--- src/sv/assembler_token_classifier_assert.svh ---
// Assertion macros shared by the assembler token classifier RTL.
// Depends on nothing; included by the files that carry assertions.
`ifndef ASSEMBLER_TOKEN_CLASSIFIER_ASSERT_SVH
`define ASSEMBLER_TOKEN_CLASSIFIER_ASSERT_SVH

// Same-cycle implication: when ante holds, cons must hold at that edge.
`define ATC_ASSERT_SAME(label, clk, rst_n, ante, cons) \
    label: assert property (@(posedge clk) disable iff (!rst_n) (ante) |-> (cons)) \
        else $error("assembler token classifier: same-cycle check failed");

// Next-cycle implication: when ante holds, cons must hold at the next edge.
`define ATC_ASSERT_NEXT(label, clk, rst_n, ante, cons) \
    label: assert property (@(posedge clk) disable iff (!rst_n) (ante) |=> (cons)) \
        else $error("assembler token classifier: next-cycle check failed");

`endif

--- src/sv/atc_pkg.sv ---
// Package for the assembler token classifier: character codes, class codes,
// the state summary struct and the mnemonic name table. Depends on nothing.
package atc_pkg;

    localparam int MAX_TOKEN_LEN_DEF  = 64;
    localparam int MNEMONIC_COUNT_DEF = 31;

    // Bracket positions are 8 bits wide; all ones means no bracket seen.
    localparam int             POS_W     = 8;
    localparam logic [POS_W-1:0] NOT_FOUND = 8'hFF;
    // Longest name slot, terminator included.
    localparam int             NAME_SLOT = 8;

    localparam logic [7:0] CH_COLON   = 8'h3A;
    localparam logic [7:0] CH_HASH    = 8'h23;
    localparam logic [7:0] CH_DOLLAR  = 8'h24;
    localparam logic [7:0] CH_LPAREN  = 8'h28;
    localparam logic [7:0] CH_LBRACK  = 8'h5B;
    localparam logic [7:0] CH_RPAREN  = 8'h29;
    localparam logic [7:0] CH_RBRACK  = 8'h5D;
    localparam logic [7:0] CH_QUOTE   = 8'h22;
    localparam logic [7:0] CH_ZERO    = 8'h30;
    localparam logic [7:0] CH_NINE    = 8'h39;
    localparam logic [7:0] CH_LOW_A   = 8'h61;
    localparam logic [7:0] CH_LOW_B   = 8'h62;
    localparam logic [7:0] CH_LOW_F   = 8'h66;
    localparam logic [7:0] CH_LOW_O   = 8'h6F;
    localparam logic [7:0] CH_LOW_X   = 8'h78;
    localparam logic [7:0] CH_LOW_Z   = 8'h7A;
    localparam logic [7:0] CH_NUL     = 8'h00;

    typedef enum logic [3:0] {
        CLS_LABEL        = 4'd0,
        CLS_COMMENT      = 4'd1,
        CLS_REGISTER     = 4'd2,
        CLS_DECIMAL      = 4'd3,
        CLS_HEX          = 4'd4,
        CLS_BINARY       = 4'd5,
        CLS_OCTAL        = 4'd6,
        CLS_STRING       = 4'd7,
        CLS_MNEMONIC     = 4'd8,
        CLS_OFFSET       = 4'd9,
        CLS_UNRECOGNIZED = 4'd10
    } t_token_class;

    // Flag bits of the character-kind flags.
    localparam int FLG_ALL_DIGIT = 0;
    localparam int FLG_ALL_LOWER = 1;
    localparam int FLG_HEX_TAIL  = 2;

    // Flag bits of the offset check flags.
    localparam int OFF_DOLLAR    = 0;
    localparam int OFF_LETTER    = 1;
    localparam int OFF_BAD_CHAR  = 2;
    localparam int OFF_CLEAN_END = 3;

    // Token state after the current character, as seen by the classifier.
    typedef struct packed {
        logic [POS_W-1:0] count;
        logic [15:0]      first_two;
        logic [2:0]       kind_flags;
        logic [POS_W-1:0] open_pos;
        logic [POS_W-1:0] close_pos;
        logic [3:0]       off_flags;
        logic             overlong;
    } t_tok_info;

    typedef struct packed {
        logic [7:0] ch;
        logic       last;
    } t_in_item;

    typedef struct packed {
        t_token_class cls;
        logic [4:0]   idx;
        logic         accepted;
    } t_result;

    // Name of a table entry, first character in the top byte, zero padded.
    function automatic logic [63:0] mnem_name(input logic [5:0] idx);
        logic [63:0] r;
        unique case (idx)
            6'd0:    r = {"nop",   40'h0};
            6'd1:    r = {"jmp",   40'h0};
            6'd2:    r = {"llo",   40'h0};
            6'd3:    r = {"lhi",   40'h0};
            6'd4:    r = {"lw",    48'h0};
            6'd5:    r = {"sw",    48'h0};
            6'd6:    r = {"beq",   40'h0};
            6'd7:    r = {"bne",   40'h0};
            6'd8:    r = {"and",   40'h0};
            6'd9:    r = {"or",    48'h0};
            6'd10:   r = {"xor",   40'h0};
            6'd11:   r = {"slt",   40'h0};
            6'd12:   r = {"uadd",  32'h0};
            6'd13:   r = {"sadd",  32'h0};
            6'd14:   r = {"ssub",  32'h0};
            6'd15:   r = {"usub",  32'h0};
            6'd16:   r = {"blt",   40'h0};
            6'd17:   r = {"bgt",   40'h0};
            6'd18:   r = {"bge",   40'h0};
            6'd19:   r = {"ble",   40'h0};
            6'd20:   r = {"inc",   40'h0};
            6'd21:   r = {"dec",   40'h0};
            6'd22:   r = {"mul",   40'h0};
            6'd23:   r = {"div",   40'h0};
            6'd24:   r = {"sll",   40'h0};
            6'd25:   r = {"srl",   40'h0};
            6'd26:   r = {"push",  32'h0};
            6'd27:   r = {"pop",   40'h0};
            6'd28:   r = {"not",   40'h0};
            6'd29:   r = {"rem",   40'h0};
            6'd30:   r = {"clear", 24'h0};
            default: r = 64'h0;
        endcase
        return r;
    endfunction

    // Character at a position of a table entry (zero past the name's end).
    function automatic logic [7:0] mnem_char(input logic [5:0] idx, input logic [2:0] pos);
        logic [63:0] w;
        logic [5:0]  sh;
        sh = {3'(3'd7 - pos), 3'b000};
        w  = mnem_name(idx) >> sh;
        return w[7:0];
    endfunction

endpackage

--- src/sv/assembler_token_classifier.sv ---
// Top level of the assembler token classifier: input register, token state,
// class decision and result register. Depends on atc_pkg and the atc_* modules.
//
// The block takes the characters of one assembler token, one character per
// slave transaction, with tlast set on the final character. Nothing comes out
// for the other characters; on the final one the block delivers one master
// transaction with the token's class (label, comment, register, decimal, hex,
// binary, octal, string, mnemonic, offset or unrecognized), the mnemonic table
// index when the class is mnemonic, and an accepted flag that is low for
// strings and unrecognized tokens. Binary and octal literals take the digits
// 0-9 and a-f just like hex. A token longer than MAX_TOKEN_LEN characters is
// unrecognized. The block sustains one character per clock cycle while no
// final character waits for the result register. A final character passes
// through the input register and then the result register before its result
// transaction is offered. The token state updates from the registered
// character in a single step: flags, bracket positions and the per-entry
// mnemonic match vector all change together. The result register parts the
// two sides, so the characters of the next token keep flowing while a result
// waits to be taken; only the next final character waits for it. The block
// starts working directly after reset with no initialization sweep.
`include "assembler_token_classifier_assert.svh"

module assembler_token_classifier #(
    parameter int MAX_TOKEN_LEN  = atc_pkg::MAX_TOKEN_LEN_DEF,
    parameter int MNEMONIC_COUNT = atc_pkg::MNEMONIC_COUNT_DEF
) (
    input  logic        i_clk,
    input  logic        i_rst_n,
    input  logic        i_s_tvalid,
    output logic        o_s_tready,
    // tdata fields from the lowest bit: ch [7:0].
    input  logic [7:0]  i_s_tdata,
    // tlast marks the final character of the token.
    input  logic        i_s_tlast,
    output logic        o_m_tvalid,
    input  logic        i_m_tready,
    // tdata fields from the lowest bit: token_class [3:0], mnemonic_index [8:4],
    // accepted [9], zero fill [15:10].
    output logic [15:0] o_m_tdata
);

    atc_pkg::t_in_item         in_item, stage_item;
    logic                      stage_valid;
    logic                      step;
    atc_pkg::t_tok_info        info;
    logic [MNEMONIC_COUNT-1:0] match;
    atc_pkg::t_result          result;

    logic                      r_out_valid;
    atc_pkg::t_result          r_out;

    assign in_item.ch   = i_s_tdata;
    assign in_item.last = i_s_tlast;

    // A character that ends no token moves on at once; the final character
    // waits until the result register has room for its result.
    assign step = stage_valid && (!stage_item.last || !r_out_valid || i_m_tready);

    atc_in_stage u_in_stage (
        .i_clk   (i_clk),
        .i_rst_n (i_rst_n),
        .i_valid (i_s_tvalid),
        .o_ready (o_s_tready),
        .i_item  (in_item),
        .i_take  (step),
        .o_valid (stage_valid),
        .o_item  (stage_item)
    );

    atc_tracker #(
        .MAX_TOKEN_LEN  (MAX_TOKEN_LEN),
        .MNEMONIC_COUNT (MNEMONIC_COUNT)
    ) u_tracker (
        .i_clk   (i_clk),
        .i_rst_n (i_rst_n),
        .i_step  (step),
        .i_item  (stage_item),
        .o_info  (info),
        .o_match (match)
    );

    atc_classify #(
        .MNEMONIC_COUNT (MNEMONIC_COUNT)
    ) u_classify (
        .i_info   (info),
        .i_match  (match),
        .i_ch     (stage_item.ch),
        .o_result (result)
    );

    // Result register: loaded on the last character, drained by the master side.
    always_ff @(posedge i_clk) begin
        if (!i_rst_n) begin
            r_out_valid <= 1'b0;
        end else if (step && stage_item.last) begin
            r_out_valid <= 1'b1;
        end else if (i_m_tready) begin
            r_out_valid <= 1'b0;
        end
    end

    always_ff @(posedge i_clk) begin
        if (step && stage_item.last) begin
            r_out <= result;
        end
    end

    assign o_m_tvalid = r_out_valid;
    assign o_m_tdata  = {6'b0, r_out.accepted, r_out.idx, r_out.cls};

    // A last character that moves on always leaves a result behind.
    `ATC_ASSERT_NEXT(a_last_gives_result, i_clk, i_rst_n, step && stage_item.last, r_out_valid)
    // The slave side only stalls while the input register holds a character.
    `ATC_ASSERT_SAME(a_stall_needs_item, i_clk, i_rst_n, !o_s_tready, stage_valid)
    // A table index only comes with the mnemonic class.
    `ATC_ASSERT_SAME(a_index_only_mnemonic, i_clk, i_rst_n,
                     r_out_valid && (r_out.idx != 5'd0), r_out.cls == atc_pkg::CLS_MNEMONIC)
    // Rejected results are exactly the string and unrecognized classes.
    `ATC_ASSERT_SAME(a_accept_matches_class, i_clk, i_rst_n, r_out_valid,
                     r_out.accepted == ((r_out.cls != atc_pkg::CLS_STRING)
                                     && (r_out.cls != atc_pkg::CLS_UNRECOGNIZED)))

endmodule

--- src/sv/atc_in_stage.sv ---
// Input register of the assembler token classifier: holds one character
// transaction until the token stage takes it. Depends on atc_pkg.
module atc_in_stage (
    input  logic              i_clk,
    input  logic              i_rst_n,
    input  logic              i_valid,
    output logic              o_ready,
    input  atc_pkg::t_in_item i_item,
    input  logic              i_take,
    output logic              o_valid,
    output atc_pkg::t_in_item o_item
);

    logic              r_valid;
    atc_pkg::t_in_item r_item;

    assign o_ready = !r_valid || i_take;
    assign o_valid = r_valid;
    assign o_item  = r_item;

    always_ff @(posedge i_clk) begin
        if (!i_rst_n) begin
            r_valid <= 1'b0;
        end else if (i_valid && o_ready) begin
            r_valid <= 1'b1;
        end else if (i_take) begin
            r_valid <= 1'b0;
        end
    end

    always_ff @(posedge i_clk) begin
        if (i_valid && o_ready) begin
            r_item <= i_item;
        end
    end

endmodule

--- src/sv/atc_tracker.sv ---
// Running token state of the assembler token classifier: counts, flags,
// bracket positions and the mnemonic match vector. Depends on atc_pkg.
module atc_tracker #(
    parameter int MAX_TOKEN_LEN  = atc_pkg::MAX_TOKEN_LEN_DEF,
    parameter int MNEMONIC_COUNT = atc_pkg::MNEMONIC_COUNT_DEF
) (
    input  logic                      i_clk,
    input  logic                      i_rst_n,
    input  logic                      i_step,
    input  atc_pkg::t_in_item         i_item,
    output atc_pkg::t_tok_info        o_info,
    output logic [MNEMONIC_COUNT-1:0] o_match
);

    localparam int CNT_W = $clog2(MAX_TOKEN_LEN + 1);
    localparam logic [MNEMONIC_COUNT-1:0] MATCH_ALL = {MNEMONIC_COUNT{1'b1}};

    logic [CNT_W-1:0]          r_count,     n_count;
    logic [15:0]               r_first_two, n_first_two;
    logic [2:0]                r_kind,      n_kind;
    logic [atc_pkg::POS_W-1:0] r_open,      n_open;
    logic [atc_pkg::POS_W-1:0] r_close,     n_close;
    logic [3:0]                r_off,       n_off;
    logic [MNEMONIC_COUNT-1:0] r_match,     n_match;
    logic                      r_overlong,  n_overlong;

    logic [7:0] ch;
    logic       dig, low, hexd;
    logic [8:0] p9;

    assign ch   = i_item.ch;
    assign dig  = (ch >= atc_pkg::CH_ZERO) && (ch <= atc_pkg::CH_NINE);
    assign low  = (ch >= atc_pkg::CH_LOW_A) && (ch <= atc_pkg::CH_LOW_Z);
    assign hexd = dig || ((ch >= atc_pkg::CH_LOW_A) && (ch <= atc_pkg::CH_LOW_F));
    assign p9   = 9'(r_count);

    always_comb begin
        n_count     = r_count;
        n_first_two = r_first_two;
        n_kind      = r_kind;
        n_open      = r_open;
        n_close     = r_close;
        n_off       = r_off;
        n_match     = r_match;
        n_overlong  = r_overlong;
        if (r_overlong || (r_count >= CNT_W'(MAX_TOKEN_LEN))) begin
            n_overlong = 1'b1;
        end else begin
            if (!dig) n_kind[atc_pkg::FLG_ALL_DIGIT] = 1'b0;
            if (!low) n_kind[atc_pkg::FLG_ALL_LOWER] = 1'b0;
            if ((r_count >= CNT_W'(2)) && !hexd) n_kind[atc_pkg::FLG_HEX_TAIL] = 1'b0;
            if (r_count == CNT_W'(0)) n_first_two[7:0]  = r_first_two[7:0] | ch;
            if (r_count == CNT_W'(1)) n_first_two[15:8] = r_first_two[15:8] | ch;

            if (r_open == atc_pkg::NOT_FOUND) begin
                if ((ch == atc_pkg::CH_LPAREN) || (ch == atc_pkg::CH_LBRACK)) begin
                    n_open = atc_pkg::POS_W'(r_count);
                end
            end else begin
                if ((p9 == (9'(r_open) + 9'd1)) && (ch == atc_pkg::CH_DOLLAR)) begin
                    n_off[atc_pkg::OFF_DOLLAR] = 1'b1;
                end
                if ((p9 == (9'(r_open) + 9'd2)) && low) begin
                    n_off[atc_pkg::OFF_LETTER] = 1'b1;
                end
            end

            // A closing bracket marks a clean end only if no stray character came first.
            if ((ch == atc_pkg::CH_RPAREN) || (ch == atc_pkg::CH_RBRACK)) begin
                n_close = atc_pkg::POS_W'(r_count);
                n_off[atc_pkg::OFF_CLEAN_END] = !r_off[atc_pkg::OFF_BAD_CHAR];
            end
            if ((n_open != atc_pkg::NOT_FOUND) && (p9 >= (9'(n_open) + 9'd3))
                    && !(low || dig)) begin
                n_off[atc_pkg::OFF_BAD_CHAR] = 1'b1;
            end

            for (int i = 0; i < MNEMONIC_COUNT; i++) begin
                if ((r_count >= CNT_W'(atc_pkg::NAME_SLOT - 1))
                        || (atc_pkg::mnem_char(6'(i), r_count[2:0]) != ch)) begin
                    n_match[i] = 1'b0;
                end
            end
            n_count = CNT_W'(r_count + CNT_W'(1));
        end
    end

    always_comb begin
        o_info.count      = atc_pkg::POS_W'(n_count);
        o_info.first_two  = n_first_two;
        o_info.kind_flags = n_kind;
        o_info.open_pos   = n_open;
        o_info.close_pos  = n_close;
        o_info.off_flags  = n_off;
        o_info.overlong   = n_overlong;
        o_match           = n_match;
    end

    always_ff @(posedge i_clk) begin
        if (!i_rst_n || (i_step && i_item.last)) begin
            r_count     <= '0;
            r_first_two <= '0;
            r_kind      <= 3'b111;
            r_open      <= atc_pkg::NOT_FOUND;
            r_close     <= atc_pkg::NOT_FOUND;
            r_off       <= '0;
            r_match     <= MATCH_ALL;
            r_overlong  <= 1'b0;
        end else if (i_step) begin
            r_count     <= n_count;
            r_first_two <= n_first_two;
            r_kind      <= n_kind;
            r_open      <= n_open;
            r_close     <= n_close;
            r_off       <= n_off;
            r_match     <= n_match;
            r_overlong  <= n_overlong;
        end
    end

endmodule

--- src/sv/atc_classify.sv ---
// Final class decision of the assembler token classifier, taken on the
// token's last character. Depends on atc_pkg.
module atc_classify #(
    parameter int MNEMONIC_COUNT = atc_pkg::MNEMONIC_COUNT_DEF
) (
    input  atc_pkg::t_tok_info        i_info,
    input  logic [MNEMONIC_COUNT-1:0] i_match,
    input  logic [7:0]                i_ch,
    output atc_pkg::t_result          o_result
);

    logic [7:0] c0, c1;
    logic       n_ge2, n_ge3, tail_ok, found;
    logic [4:0] hit_idx;

    assign c0      = i_info.first_two[7:0];
    assign c1      = i_info.first_two[15:8];
    assign n_ge2   = i_info.count >= atc_pkg::POS_W'(2);
    assign n_ge3   = i_info.count >= atc_pkg::POS_W'(3);
    assign tail_ok = i_info.kind_flags[atc_pkg::FLG_HEX_TAIL];

    // Lowest surviving entry whose name ends exactly at the token length.
    always_comb begin
        found   = 1'b0;
        hit_idx = '0;
        if (n_ge2 && (i_info.count < atc_pkg::POS_W'(atc_pkg::NAME_SLOT))) begin
            for (int i = MNEMONIC_COUNT - 1; i >= 0; i--) begin
                if (i_match[i]
                        && (atc_pkg::mnem_char(6'(i), i_info.count[2:0]) == atc_pkg::CH_NUL)) begin
                    found   = 1'b1;
                    hit_idx = 5'(i);
                end
            end
        end
    end

    always_comb begin
        o_result.idx = '0;
        priority if (i_info.overlong) begin
            o_result.cls = atc_pkg::CLS_UNRECOGNIZED;
        end else if (n_ge2 && (i_ch == atc_pkg::CH_COLON)) begin
            o_result.cls = atc_pkg::CLS_LABEL;
        end else if (c0 == atc_pkg::CH_HASH) begin
            o_result.cls = atc_pkg::CLS_COMMENT;
        end else if (c0 == atc_pkg::CH_DOLLAR) begin
            o_result.cls = atc_pkg::CLS_REGISTER;
        end else if (i_info.kind_flags[atc_pkg::FLG_ALL_DIGIT]) begin
            o_result.cls = atc_pkg::CLS_DECIMAL;
        end else if (n_ge3 && (c0 == atc_pkg::CH_ZERO) && (c1 == atc_pkg::CH_LOW_X)
                     && tail_ok) begin
            o_result.cls = atc_pkg::CLS_HEX;
        end else if (n_ge3 && (c0 == atc_pkg::CH_ZERO) && (c1 == atc_pkg::CH_LOW_B)
                     && tail_ok) begin
            o_result.cls = atc_pkg::CLS_BINARY;
        end else if (n_ge3 && (c0 == atc_pkg::CH_ZERO) && (c1 == atc_pkg::CH_LOW_O)
                     && tail_ok) begin
            o_result.cls = atc_pkg::CLS_OCTAL;
        end else if (n_ge2 && (c0 == atc_pkg::CH_QUOTE) && (i_ch == atc_pkg::CH_QUOTE)) begin
            o_result.cls = atc_pkg::CLS_STRING;
        end else if (i_info.kind_flags[atc_pkg::FLG_ALL_LOWER]) begin
            o_result.cls = found ? atc_pkg::CLS_MNEMONIC : atc_pkg::CLS_UNRECOGNIZED;
            o_result.idx = found ? hit_idx : 5'd0;
        end else if ((i_info.count >= atc_pkg::POS_W'(5))
                     && (i_info.open_pos != atc_pkg::NOT_FOUND)
                     && (i_info.close_pos != atc_pkg::NOT_FOUND)
                     && (i_info.open_pos < i_info.close_pos)
                     && ((9'(i_info.open_pos) + 9'd2) < 9'(i_info.count))
                     && i_info.off_flags[atc_pkg::OFF_DOLLAR]
                     && i_info.off_flags[atc_pkg::OFF_LETTER]
                     && i_info.off_flags[atc_pkg::OFF_CLEAN_END]) begin
            o_result.cls = atc_pkg::CLS_OFFSET;
        end else begin
            o_result.cls = atc_pkg::CLS_UNRECOGNIZED;
        end
        o_result.accepted = (o_result.cls != atc_pkg::CLS_STRING)
                         && (o_result.cls != atc_pkg::CLS_UNRECOGNIZED);
    end

endmodule
--- config.mk ---
export PLATFORM = sky130hd
export DESIGN_NAME = assembler_token_classifier
export DESIGN_NICKNAME = d
export VERILOG_FILES = /design/src/sv/atc_pkg.sv /design/src/sv/assembler_token_classifier.sv /design/src/sv/atc_in_stage.sv /design/src/sv/atc_tracker.sv /design/src/sv/atc_classify.sv
export VERILOG_INCLUDE_DIRS = /design/src /design/src/sv
export SDC_FILE = /design/constraint.sdc
export NUM_CORES = 1
export LEC_CHECK = 0
export BUFFER_PORTS_ARGS = -buffer_cell sky130_fd_sc_hd__buf_2
export CAP_MARGIN = 20
export CORE_ASPECT_RATIO = 0.6
export CORE_MARGIN = 8
export CORE_UTILIZATION = 60
export CTS_CLUSTER_DIAMETER = 30
export DETAILED_ROUTE_END_ITERATION = 8
export PLACE_DENSITY = 0.79
export SYNTH_ARGS = -nofsm -noshare
export SYNTH_HDL_FRONTEND = slang
export SYNTH_HIERARCHICAL = 1
export SYNTH_SLANG_ARGS = --single-unit
--- constraint.sdc ---
create_clock -name i_clk -period 11.95 [get_ports i_clk]
set_input_delay 2.39 -clock i_clk [delete_from_list [all_inputs] [get_ports i_clk]]
set_output_delay 2.39 -clock i_clk [all_outputs]
set_load 0.01 [all_outputs]
==> impl_metrics.py <==
metrics = {
    "outcome": {
        "outcome": "completed",
    },
    "routing": {
        "route.final.wire_length_mm": 25.9,
        "final_antenna_net_count": 0,
        "drc_errors": 0,
        "vias": 8424,
        "first_pass_iters": 6,
        "drtIter0Drc": 1317,
        "viasPerCell": 6.77,
        "wl_per_cell_um": 20.8,
    },
    "logic_synthesis": {
        "avgSynthCellArea_um2": 7.89,
        "yosysWarningCount": 6,
        "netlist_area_um2": 8510,
        "syn_inst": 1078,
    },
    "die": {
        "ios": 31,
        "num_rows": 33,
        "die_area_um2": 18400,
        "core-area_um2": 13700,
        "dieWidth_um": 170,
        "die_h_um": 108,
        "start_util_pct": 61.9,
    },
    "timing": {
        "worst_pin_slew_ns": 0.989,
        "finalHoldViolCount": 0,
        "min_period_ns": 5.76,
        "grt_setup_unrepaired": "no",
        "fmax_mhz": 174,
        "finalClockSkew_ns": 0.0130,
        "slew_violations": 0,
        "hold_ws_ns": 0.455,
        "finalCritPeriodShare_pct": 48.2,
        "fin_tns_setup_ns": 0,
        "fin_ws_ns": 6.19,
        "setup_viol": 0,
        "relSlewSlack_pct": 33.9,
    },
    "pwr": {
        "p_sw_share_pct": 34.5,
        "total_power_uw": 885,
        "p_sw_uw": 305,
        "power_frac_clock_pct": 35.1,
        "max-vdd-ir-drop_mv": 0.0707,
        "p_int_uw": 579,
        "power_density_nw_per_um2": 99.1,
        "seqPwrFrac_pct": 42.0,
        "p_leak_nw": 3.78,
        "comb_power_share_pct": 22.9,
    },
    "setup_path": {
        "cp_common_cell": "buf_2",
        "max_stage_delay_ns": 0.34,
        "crit_path_cell_trace": "buf_2 > nor2b_1 > a21boi_2 > buf_4 > nand2b_4 > buf_2",
        "required_ns": 9.56,
        "setup.worst_path.class": "input pin to output port",
        "slowest_stage": "buf_4",
        "worstPathMaxFanout": 30,
        "cp-end-kind": "output port",
        "cp.arrival_ns": 3.37,
        "cp-start-kind": "input pin",
    },
    "grt": {
        "grtUsageTotal_pct": 27.9,
        "grt_first_pass_wirelength_mm": 40.9,
        "grt_max_degree": 55,
        "grt_pass1_vias": 7384,
        "grt.overflow.total": 0,
        "antenna_found_initial": 0,
    },
    "final_layout": {
        "syn_to_final_growth_pct": 4.85,
        "nFillCells": 1199,
        "antennaDiodeCount": 0,
        "final_nets": 1097,
        "fin_cells": 1244,
        "drive_above_1_share_pct": 9.98,
    },
    "placed_design": {
        "dp_slack_ns": 6.20,
        "io_buffers": 24,
        "globalplace.congestion": 0.982,
        "dp_cells": 1228,
        "hpwl_mm": 18.5,
    },
    "flow_run": {
        "cap_violations": 0,
    },
    "clock_network": {
        "clk_latency_ns": 0.36,
        "htree_levels": 3,
        "root_buffer": "clkbuf_16",
        "cts-buffers-inserted": 9,
        "holdBufCountCts": 0,
        "cts_tree": "built",
        "clock_path_buffers": 2,
        "post-cts-setup-buffers": 0,
        "clock-sinks": 99,
        "cts-resized-gates": 0,
        "clkTransAtPathRegs_ns": 0.08,
    },
    "worst_hold_path": {
        "hp-class": "register to register",
    },
}
worst paths after layout:
path	depth (start not counted)	slack, ns	from	to
max	6	6.19	i_m_tready	o_s_tready
min	1	0.45	u_tracker/r_match[21]	u_tracker/r_match[21]
max reg2reg	14	6.73	u_tracker/r_count[1]	o_m_tdata[9]
min reg2reg	1	0.45	u_tracker/r_match[21]	u_tracker/r_match[21]
flip-flops by register name, indices dropped and copies added (netlist names), 3 cells and up:
name	cells
u_tracker/r_first_two	16
u_in_stage/o_item	9
u_tracker/r_count	7
u_tracker/r_off	4
u_tracker/r_open	8
u_tracker/r_match	31
o_m_tdata	10
u_tracker/r_close	8
u_tracker/r_kind	3
worst max-delay path: cells and delay by family:
family                 cells  cell delay (ns)
AOI/OAI and AO/OA          1             0.15
and+or+nand+nor            2             0.26
buffers and inverters      3             0.55
layout make-up:
cell class	instances	area (um2)	share of cell area, %
Multi-Input combinational cell	849	5760	64.5
Timing Repair Buffer	44	270	3.03
Inverter	44	165	1.85
Sequential cell	99	2170	24.3
Clock inverter	7	91.3	1.02
Clock buffer	9	225	2.52
Tap cell	192	240	2.69
layer usage:
metal | vias up | GRT usage (%) | part of all wire (%)
met3 | 52 | 6.73 | 13
met2 | 528 | 37.1 | 38
met1 | 3921 | 42.4 | 46
li1 | 3921 | - | -
met4 | 2 | 8.23 | 2.2
met5 | - | 2.30 | 0.20
through the flow:
step | util, % | area [um2]
4_1_cts | 64.9 | 8920
3_3_place_gp | 62.6 | 8610
3_5_place_dp | 62.6 | 8610
5_1_grt | 64.9 | 8920
6_report | 64.9 | 8920
2_1_floorplan | - | 8530
placed cells by master (no fill, tap or decap), drive strengths merged, types with 14 or more instances in the layout:
cell,instances
nand2,96
dfxtp,80
nor2,80
o21ai,61
a21oi,48
inv,45
buf,44
xnor2,39
ha,37
nor3,34
a21o,32
nand3,30
nand4,24
a31oi,23
xor2,21
o21a,20
edfxtp,19
o31ai,18
and2,15
a211o,14
and3,14
mux2i,14
nand2b,14
power groups by stage:
stage	clock, mW	combinational, mW	sequential, mW
finish	0.310	0.203	0.372
floorplan	0	0.152	0.373
global route	0.327	0.215	0.374
detailed placement	0	0.193	0.379
CTS	0.315	0.194	0.371
global placement	0	0.190	0.378
Power figures use the tool's default switching activity.
